[config.mk]
export PLATFORM = sky130hd
export DESIGN_NAME = crc32_multi_poly_stream_unit_flat
export DESIGN_NICKNAME = d
export VERILOG_FILES = /design/src/hw/rtl/crcs_pkg.sv /design/src/hw/rtl/crcs_msg_if.sv /design/src/hw/rtl/crcs_crc_if.sv /design/src/hw/rtl/crcs_cfg_if.sv /design/src/hw/rtl/crc32_multi_poly_stream_unit.sv /design/src/flat_wrapper.sv
export SDC_FILE = /design/constraint.sdc
export NUM_CORES = 1
export LEC_CHECK = 0
export BUFFER_PORTS_ARGS = -buffer_cell sky130_fd_sc_hd__buf_2
export CAP_MARGIN = 30
export CORE_MARGIN = 4
export CORE_UTILIZATION = 35
export DETAILED_ROUTE_END_ITERATION = 6
export SYNTH_ARGS = -nofsm -noshare
export SYNTH_HDL_FRONTEND = slang
export SYNTH_SLANG_ARGS = --single-unit
[constraint.sdc]
create_clock -name clk -period 3.8 [get_ports clk]
set_input_delay 0.19 -clock clk [delete_from_list [all_inputs] [get_ports clk]]
set_output_delay 0.19 -clock clk [all_outputs]
set_load 0.005 [all_outputs]
[src/hw/rtl/crcs_pkg.sv]
// ---------------------------------------------------------------------------
// crcs_pkg
// Types, polynomial table and byte-fold function for the CRC-32 stream unit.
// ---------------------------------------------------------------------------
package crcs_pkg;

	typedef logic [7:0]  data_byte_t;
	typedef logic [31:0] crc_t;
	typedef logic [1:0]  poly_sel_t;

	localparam poly_sel_t POLY_CRC32  = 2'd0;
	localparam poly_sel_t POLY_CRC32C = 2'd1;
	localparam poly_sel_t POLY_CRC32K = 2'd2;
	localparam poly_sel_t POLY_CRC32Q = 2'd3;

	localparam int unsigned NUM_POLYS = 4;
	localparam int unsigned BYTE_BITS = 8;
	localparam int unsigned CRC_BITS  = 32;

	localparam crc_t POLY_TABLE [NUM_POLYS] = '{
		32'h04C1_1DB7,
		32'h1EDC_6F41,
		32'h741B_8CD7,
		32'h8141_41AB
	};

	function automatic crc_t poly_lookup(input poly_sel_t sel);
		crc_t p;
		case (sel)
			POLY_CRC32:  p = POLY_TABLE[0];
			POLY_CRC32C: p = POLY_TABLE[1];
			POLY_CRC32K: p = POLY_TABLE[2];
			POLY_CRC32Q: p = POLY_TABLE[3];
			default:     p = POLY_TABLE[0];
		endcase
		return p;
	endfunction

	// MSB-first, non-reflected fold of one byte: eight shift/xor steps
	function automatic crc_t crc_fold(input crc_t rem, input data_byte_t data,
		input crc_t poly);
		crc_t r;
		r = rem ^ {data, {(CRC_BITS - BYTE_BITS){1'b0}}};
		for (int i = 0; i < BYTE_BITS; i++) begin
			if (r[CRC_BITS-1]) begin
				r = {r[CRC_BITS-2:0], 1'b0} ^ poly;
			end else begin
				r = {r[CRC_BITS-2:0], 1'b0};
			end
		end
		return r;
	endfunction

endpackage

[src/hw/rtl/crcs_msg_if.sv]
// ---------------------------------------------------------------------------
// crcs_msg_if
// Message byte channel: one byte per transaction, with end-of-message flag.
// ---------------------------------------------------------------------------
interface crcs_msg_if;
	logic                   valid;
	logic                   ready;
	crcs_pkg::data_byte_t   data_byte;
	logic                   last_byte;

	modport source (output valid, output data_byte, output last_byte, input ready);
	modport sink   (input valid, input data_byte, input last_byte, output ready);
endinterface

[src/hw/rtl/crcs_crc_if.sv]
// ---------------------------------------------------------------------------
// crcs_crc_if
// Result channel: one finished CRC per transaction.
// ---------------------------------------------------------------------------
interface crcs_crc_if;
	logic           valid;
	logic           ready;
	crcs_pkg::crc_t crc_value;

	modport source (output valid, output crc_value, input ready);
	modport sink   (input valid, input crc_value, output ready);
endinterface

[src/hw/rtl/crcs_cfg_if.sv]
// ---------------------------------------------------------------------------
// crcs_cfg_if
// Configuration write channel for the polynomial select register.
// ---------------------------------------------------------------------------
interface crcs_cfg_if;
	logic                valid;
	logic                ready;
	crcs_pkg::poly_sel_t poly_select;

	modport source (output valid, output poly_select, input ready);
	modport sink   (input valid, input poly_select, output ready);
endinterface

[src/hw/rtl/crc32_multi_poly_stream_unit.sv]
// Path: stage-1 byte register, fold, result register for a last byte's CRC.
// Throughput: one byte per cycle unless stage 1 holds a last byte and the
// result slot is busy; the eight-step remainder fold loop sets this rate.
// Reset (arst_n low, async): remainder cleared to zero, polynomial select
// to CRC-32, both channels empty.
// ---------------------------------------------------------------------------
// crc32_multi_poly_stream_unit
// Streaming MSB-first CRC-32 over bytes with a selectable fixed polynomial.
// ---------------------------------------------------------------------------
module crc32_multi_poly_stream_unit (
	input  logic      clk,
	input  logic      arst_n,
	crcs_cfg_if.sink  cfg,
	crcs_msg_if.sink  msg,
	crcs_crc_if.source crc
);
	import crcs_pkg::*;

	poly_sel_t  poly_q;

	logic       valid_s1;
	data_byte_t data_s1;
	logic       last_s1;

	crc_t       rem_q;
	crc_t       fold_s1;
	logic       adv_s1;

	logic       out_valid_q;
	crc_t       out_crc_q;

	assign cfg.ready = 1'b1;

	always_ff @(posedge clk or negedge arst_n) begin
		if (!arst_n) begin
			poly_q <= POLY_CRC32;
		end else if (cfg.valid) begin
			poly_q <= cfg.poly_select;
		end
	end

	// stage 1 stalls only when it holds a last byte and the result slot is busy
	assign adv_s1 = valid_s1 && !(last_s1 && out_valid_q && !crc.ready);
	assign msg.ready = !valid_s1 || adv_s1;

	always_ff @(posedge clk or negedge arst_n) begin
		if (!arst_n) begin
			valid_s1 <= 1'b0;
		end else if (msg.ready) begin
			valid_s1 <= msg.valid;
		end
	end

	always_ff @(posedge clk) begin
		if (msg.ready && msg.valid) begin
			data_s1 <= msg.data_byte;
			last_s1 <= msg.last_byte;
		end
	end

	assign fold_s1 = crc_fold(rem_q, data_s1, poly_lookup(poly_q));

	always_ff @(posedge clk or negedge arst_n) begin
		if (!arst_n) begin
			rem_q <= '0;
		end else if (adv_s1) begin
			rem_q <= last_s1 ? '0 : fold_s1;
		end
	end

	always_ff @(posedge clk or negedge arst_n) begin
		if (!arst_n) begin
			out_valid_q <= 1'b0;
		end else if (adv_s1 && last_s1) begin
			out_valid_q <= 1'b1;
		end else if (crc.ready) begin
			out_valid_q <= 1'b0;
		end
	end

	always_ff @(posedge clk) begin
		if (adv_s1 && last_s1) begin
			out_crc_q <= fold_s1;
		end
	end

	assign crc.valid     = out_valid_q;
	assign crc.crc_value = out_crc_q;

endmodule

[src/flat_wrapper.sv]
// flat-port wrapper written by rule: the top's interface ports become plain ports
module crc32_multi_poly_stream_unit_flat import crcs_pkg::*;
  (clk, arst_n, cfg_valid, cfg_poly_select, cfg_ready, msg_valid, msg_data_byte, msg_last_byte, msg_ready, crc_valid, crc_crc_value, crc_ready);
  crcs_cfg_if cfg_i ();
  crcs_msg_if msg_i ();
  crcs_crc_if crc_i ();
  input  logic clk;
  input  logic arst_n;
  input wire logic [$bits(cfg_i.valid)-1:0] cfg_valid;
  input wire logic [$bits(cfg_i.poly_select)-1:0] cfg_poly_select;
  output wire logic [$bits(cfg_i.ready)-1:0] cfg_ready;
  input wire logic [$bits(msg_i.valid)-1:0] msg_valid;
  input wire logic [$bits(msg_i.data_byte)-1:0] msg_data_byte;
  input wire logic [$bits(msg_i.last_byte)-1:0] msg_last_byte;
  output wire logic [$bits(msg_i.ready)-1:0] msg_ready;
  output wire logic [$bits(crc_i.valid)-1:0] crc_valid;
  output wire logic [$bits(crc_i.crc_value)-1:0] crc_crc_value;
  input wire logic [$bits(crc_i.ready)-1:0] crc_ready;
  assign cfg_i.valid = cfg_valid;
  assign cfg_i.poly_select = cfg_poly_select;
  assign cfg_ready = cfg_i.ready;
  assign msg_i.valid = msg_valid;
  assign msg_i.data_byte = msg_data_byte;
  assign msg_i.last_byte = msg_last_byte;
  assign msg_ready = msg_i.ready;
  assign crc_valid = crc_i.valid;
  assign crc_crc_value = crc_i.crc_value;
  assign crc_i.ready = crc_ready;
  crc32_multi_poly_stream_unit u_core (.clk(clk), .arst_n(arst_n), .cfg(cfg_i), .msg(msg_i), .crc(crc_i));
endmodule
==> results.toml, run 1 <==
[routing]
finalWirelength_um = 25400
drtAntennaViolNets = 0
drc = 0
wl_per_cell_um = 21.0
drt_pre_antenna_iters = 5
vias = 6517
drt-vias-per-instance = 5.39
drt_iter0_drc = 699

[yosys]
yosys_warnings = 0
syn_inst = 746
netlist_area_sq_um = 6790
yosysSeqAreaShare_pct = 31.4
ys_types = 80
synthFlopType = "edfxtp_1"
ys_seq_elements = 77
syn_avg_cell_area_sq_um = 9.10
ys_async_sr_fraction_pct = 46.8
synth_top_area_share_pct = 18.6
synth_edf_count = 41
synthTopCellsByArea = "xnor2_1 19%, edfxtp_1 18%, dfrtp_1 13%, a22o_1 4.1%, nor2_1 3.9%"
syn_nets = 768
yosysTopAreaCell = "xnor2_1"

[grt]
grt_pass1_vias = 6084
antenna_found_initial = 0
use_met3_pct = 4.19
track_usage_pct = 22.6
grt_max_degree = 37
grt_overflow = 0
grt-busiest-layer = "met2"
globalRouteMet1Util_pct = 31.2
grt_first_pass_wirelength_um = 37200
grt_util_met2_pct = 36.1

[setup_path]
cp_common_cell = "buf_4"
crit_type = "reg2reg"
critPathLaunchType = "register"
end_kind = "register"
critPathTopFamily = "compound AO/OA/AOI/OAI gates"
cp.buffers_inverters = 6
crit_required_ps = 4030
crit_slowest_cell = "o32ai_4"
path_max_fanout = 6
path_cells = "inv_2 -> ha_4 -> inv_2 -> buf_4 -> o21ai_4 -> nand4_1 -> o32ai_4 -> buf_6 -> nor3_1 -> o21a_2 -> nor3_4 -> mux2i_1 -> a31oi_1 -> buf_4 -> xnor2_2 -> xnor2_2 -> buf_4 -> a22o_1"
slowest_delay_ps = 430
crit_arrival_ps = 4060

[timing]
period_needed_ps = 3820
slew_violations = 0
setup_viol = 1
clock-skew-final_ps = 13.1
rsz0062_at_grt = "true"
relSlewSlack_pct = 61.3
period_share_pct = 101
fmax_ghz = 0.262
hold_violations = 0
hold_ws_ps = 10.8
setup_ws_ps = -22.6
fin_setup_tns_ps = -22.6
worstMarginPinSlew_ps = 581

[cts]
cts-root-buf = "clkbuf_16"
cts_inserted_buffers = 9
cts_tree = "built"
clkSinkCount = 77
max-clock-path-buffers = 2
clkTransAtPathRegs_ps = 60
worstSkewPairLatency_ps = 360
cts.htree.levels = 3

[placement]
port_buffers = 49
place_congestion = 0.975
place_ws_ps = -169
hpwl_um = 18700

[outcome]
status = "finished, violations left"
violations = "setup timing"

[die]
ioPinCount = 51
fp.dieArea_sq_um = 21700
fp.coreArea_sq_um = 18900
die_x_um = 147
row_count = 50
start_util_pct = 35.9
die_y_um = 147

[layout]
fillers = 1766
drive_gt1_share_pct = 38.6
final_cell_mix = "152 x buf_4, 130 x xnor2_1, 65 x nor2_1, 59 x nand2_1, 50 x buf_2"
final_common_cell = "buf_4"
finalNetCount = 965
area_delta_synth_final_pct = 43.1
antenna_cells = 0

[worst_hold_path]
hold_class = "in2reg"

[flow_run]
maxCapViolations = 0
routing by layer:
layer / part of all wire (%) / wire length, um
met5: 0 / 0
met4: 2.8 / 710
met3: 6.8 / 1730
met1: 44 / 11100
met2: 47 / 11900
Yosys cell counts, types with 6 or more instances:
cell,instances
o21a_1,6
nand2_1,65
mux2i_1,8
xnor2_2,12
a22o_1,32
nand3_1,28
dfrtp_1,36
buf_2,8
xnor2_1,144
edfxtp_1,41
nand4_1,8
nor3_1,24
and2_1,8
buf_1,13
a21oi_1,32
xor2_1,25
o21ai_0,32
clkbuf_1,28
ha_1,6
nor2_1,70
worst reg2reg max path, cell delays in order, from the launching register on:
cell,delay (ps)
dfrtp_2,410
inv_2,90
ha_4,290
inv_2,60
buf_4,150
o21ai_4,160
nand4_1,170
o32ai_4,430
buf_6,170
nor3_1,50
o21a_2,290
nor3_4,270
mux2i_1,280
a31oi_1,90
buf_4,170
xnor2_2,150
xnor2_2,140
buf_4,140
a22o_1,190
area by class of cell:
class	instances	area (sq um)	area share [%]
multi-input cells	613	5110	52.6
well taps	260	325	3.35
flip-flops and latches	77	2140	22.0
clock buffers	10	229	2.36
clock inverters	6	38.8	0.399
repair buffers	235	1840	19.0
inverters	7	31.3	0.322
worst paths after layout:
check,start,to,slack (ps),depth (start not counted)
setup / recovery,u_core.poly_q[1],u_core.rem_q[28],-20,18
hold / removal,msg_data_byte[0],u_core.data_s1[0],10,1
setup reg to reg,u_core.poly_q[1],u_core.rem_q[28],-20,18
hold reg to reg,u_core.rem_q[0],u_core.rem_q[0],530,1
max in group asynchronous,arst_n,u_core.rem_q[5],3010,3
min in group asynchronous,arst_n,u_core.rem_q[1],300,2
registers in the layout, summed over array words and instances (netlist names):
register and flops:
u_core.crc.crc_value 32, u_core.rem_q 32, u_core.data_s1 8, u_core.poly_q 2, u_core.crc.valid 1, u_core.last_s1 1
u_core.valid_s1 1
metrics by stage:
stage                     utilization, %  cell area, sq um  cells
final                               51.4              9710   1208
after global routing                51.4              9710   1208
after CTS                           46.3              8750   1173
after detailed placement            44.0              8310   1151
after global placement              43.9              8290   1149
after floorplan                        -              6790    746
cell families after synthesis:
logic type                 synth area share (%)
AOI/OAI and AO/OA                          18.9
xor gates and xnor gates                   27.5
adders and majority gates                  1.11
buffers and inverters                      3.36
DFF                                        31.4
muxes                                      1.71
other                                    0.0553
and+or+nand+nor                            16.0
timing repair:
| item | CTS | global route |
|---|---|---|
| setup endpoints to repair | 51 | 61 |
| pin swaps | 4 | 47 |
| hold buffers | 4 | 0 |
| buffers inserted | 2 | 34 |
| resized for setup | 20 | 125 |
| cloned | 0 | 1 |
| endpoints found under the hold margin | 12 | 0 |
Power of run 1 is not shown: default switching activity piles up to over one toggle a cycle in this logic, so the estimate is an artifact.
==> inputs of run 2 (changes only) <==
--- a/config.mk
+++ b/config.mk
@@ -10,6 +10,7 @@
 export CORE_MARGIN = 4
 export CORE_UTILIZATION = 35
 export DETAILED_ROUTE_END_ITERATION = 6
+export REMOVE_ABC_BUFFERS = 1
 export SYNTH_ARGS = -nofsm -noshare
 export SYNTH_HDL_FRONTEND = slang
 export SYNTH_SLANG_ARGS = --single-unit
==> run 2 against run 1 <==
- the run still ends with setup timing left
- clock skew up 3.1 ps
- register-to-register slack hardly changed
- cell count fell by 0.91%
- via count down 2.2%
- first-iteration DRC count shrank 20%
- flip-flop and latch count unchanged
- critical endpoint is now u_core.rem_q[31]
- cell area shrank 3.4%
- largest cell class unchanged
==> results.toml, run 2 (synthesized netlist as in run 1, its figures left out) <==
[routing]
vias = 6376
drt_pre_antenna_iters = 5
drtAntennaViolNets = 0
finalWirelength_um = 23800
drt-vias-per-instance = 5.33
wl_per_cell_um = 19.8
drc = 0
drt_iter0_drc = 558

[cts]
cts-root-buf = "clkbuf_16"
worstSkewPairLatency_ps = 360
max-clock-path-buffers = 2
clkSinkCount = 77
cts_tree = "built"
clkTransAtPathRegs_ps = 70
cts_inserted_buffers = 9
cts.htree.levels = 3

[layout]
drive_gt1_share_pct = 35.1
antenna_cells = 0
final_cell_mix = "155 x buf_4, 137 x xnor2_1, 67 x nor2_1, 63 x nand2_1, 49 x buf_2"
ff_latch_area_sq_um = 2130
finalNetCount = 954
fillers = 1777
multiInputGateArea_sq_um = 4820
final_common_cell = "buf_4"
area_delta_synth_final_pct = 38.3

[placement]
place_ws_ps = -245
place_congestion = 0.960
port_buffers = 49
hpwl_um = 17600

[grt]
track_usage_pct = 21.2
grt_max_degree = 38
antenna_found_initial = 0
grt_overflow = 0
grt_first_pass_wirelength_um = 35300
grt_pass1_vias = 5940

[timing]
rsz0062_at_grt = "true"
setup_ws_ps = -21.5
period_share_pct = 101
worstMarginPinSlew_ps = 1030
hold_violations = 0
slew_violations = 0
fmax_ghz = 0.262
clock-skew-final_ps = 16.2
setup_viol = 1
relSlewSlack_pct = 31.3
period_needed_ps = 3820

[worst_hold_path]
hold_depth = 1
hold_class = "in2reg"

[die]
die_y_um = 147
row_count = 50
fp.dieArea_sq_um = 21700
die_x_um = 147
start_util_pct = 35.9
ioPinCount = 51
fp.coreArea_sq_um = 18900

[flow_run]
maxCapViolations = 0

[outcome]
violations = "setup timing"
status = "finished, violations left"

[setup_path]
end_kind = "register"
ff2ff_path_depth = 18
path_max_fanout = 6
crit_required_ps = 4030
startpoint = "u_core.data_s1[6]"
crit_arrival_ps = 4050
rr_endpoint = "u_core.rem_q[31]"
rrSetupSlack_ps = -20
crit_type = "reg2reg"
r2r-start = "u_core.data_s1[6]"
critPathLaunchType = "register"
critPathCapture = "u_core.rem_q[31]"
-- run 2: cell count changes in the layout (fill, tap and decap cells not counted), sizes merged --
cell,previous run,this run
inv,7,5
bufinv,0,3
buf,231,224
clkinv,5,3
dlygate4sd3,4,1
xnor2,158,157
clkbuf,10,11
-- run 2: worst min-delay path by stage --
stage | endpoint | slack [ps] | startpoint
floorplan | u_core.crc.valid | -110 | arst_n
global placement | u_core.data_s1[4] | 370 | msg_data_byte[4]
detailed placement | u_core.poly_q[0] | 60 | arst_n
CTS | u_core.data_s1[6] | 0.7 | msg_data_byte[6]
global route | u_core.data_s1[2] | 9 | msg_data_byte[2]
finish | u_core.data_s1[2] | 9 | msg_data_byte[2]
-- run 2: critical path, stage by stage (launching register included) --
cell,delay [ps]
edfxtp_1,500
xnor2_2,190
buf_6,160
xnor2_4,160
buf_4,160
o31ai_1,280
o22a_2,230
buf_4,140
xnor3_1,390
nand3_1,140
o311ai_4,130
o211ai_4,220
buf_6,160
buf_4,120
o2111ai_1,140
o311ai_2,120
xnor2_1,130
buf_4,150
a22o_1,180
-- run 2: cell type report --
type / count / share of cell area (%)
multi-input cells: 612 / 51.4
flip-flops and latches: 77 / 22.8
repair buffers: 225 / 18.3
well taps: 260 / 3.47
clock buffers: 11 / 2.59
clock inverters: 5 / 1.05
inverters: 7 / 0.440
-- run 2: metrics by stage --
| stage | instances | util [%] | setup TNS [ps] | instance area (sq um) | hold slack (ps) |
|---|---|---|---|---|---|
| 6_report | 1197 | 49.7 | -21.5 | 9380 | 8.98 |
| 5_1_grt | 1197 | 49.7 | -2220 | 9380 | 9.16 |
| 4_1_cts | 1172 | 46.6 | 0 | 8810 | 0.654 |
| 3_5_place_dp | 1155 | 44.4 | -4200 | 8390 | 60.4 |
| 3_3_place_gp | 1154 | 44.3 | -2850 | 8370 | 366 |
| 2_1_floorplan | 696 | - | -71840 | 6580 | -106 |
-- run 2: routing by layer --
layer | up-vias | GRT usage, % | share of wire, %
li1 | 3010 | - | -
met1 | 3092 | 28.7 | 43
met2 | 221 | 34.5 | 47
met3 | 53 | 2.53 | 5.8
met4 | 0 | 8.76 | 4.1
met5 | - | 0 | 0
-- run 2: timing repair --
action                                  4_1_cts  5_1_grt
hold buffers                                  1        0
endpoints found under the setup margin       44       57
gates resized for setup                      14       79
endpoints found under the hold margin        36        0
pin swaps                                     0       30
gates cloned                                  0        0
buffers inserted                              0       25
Power of run 2 is left out for the same reason.
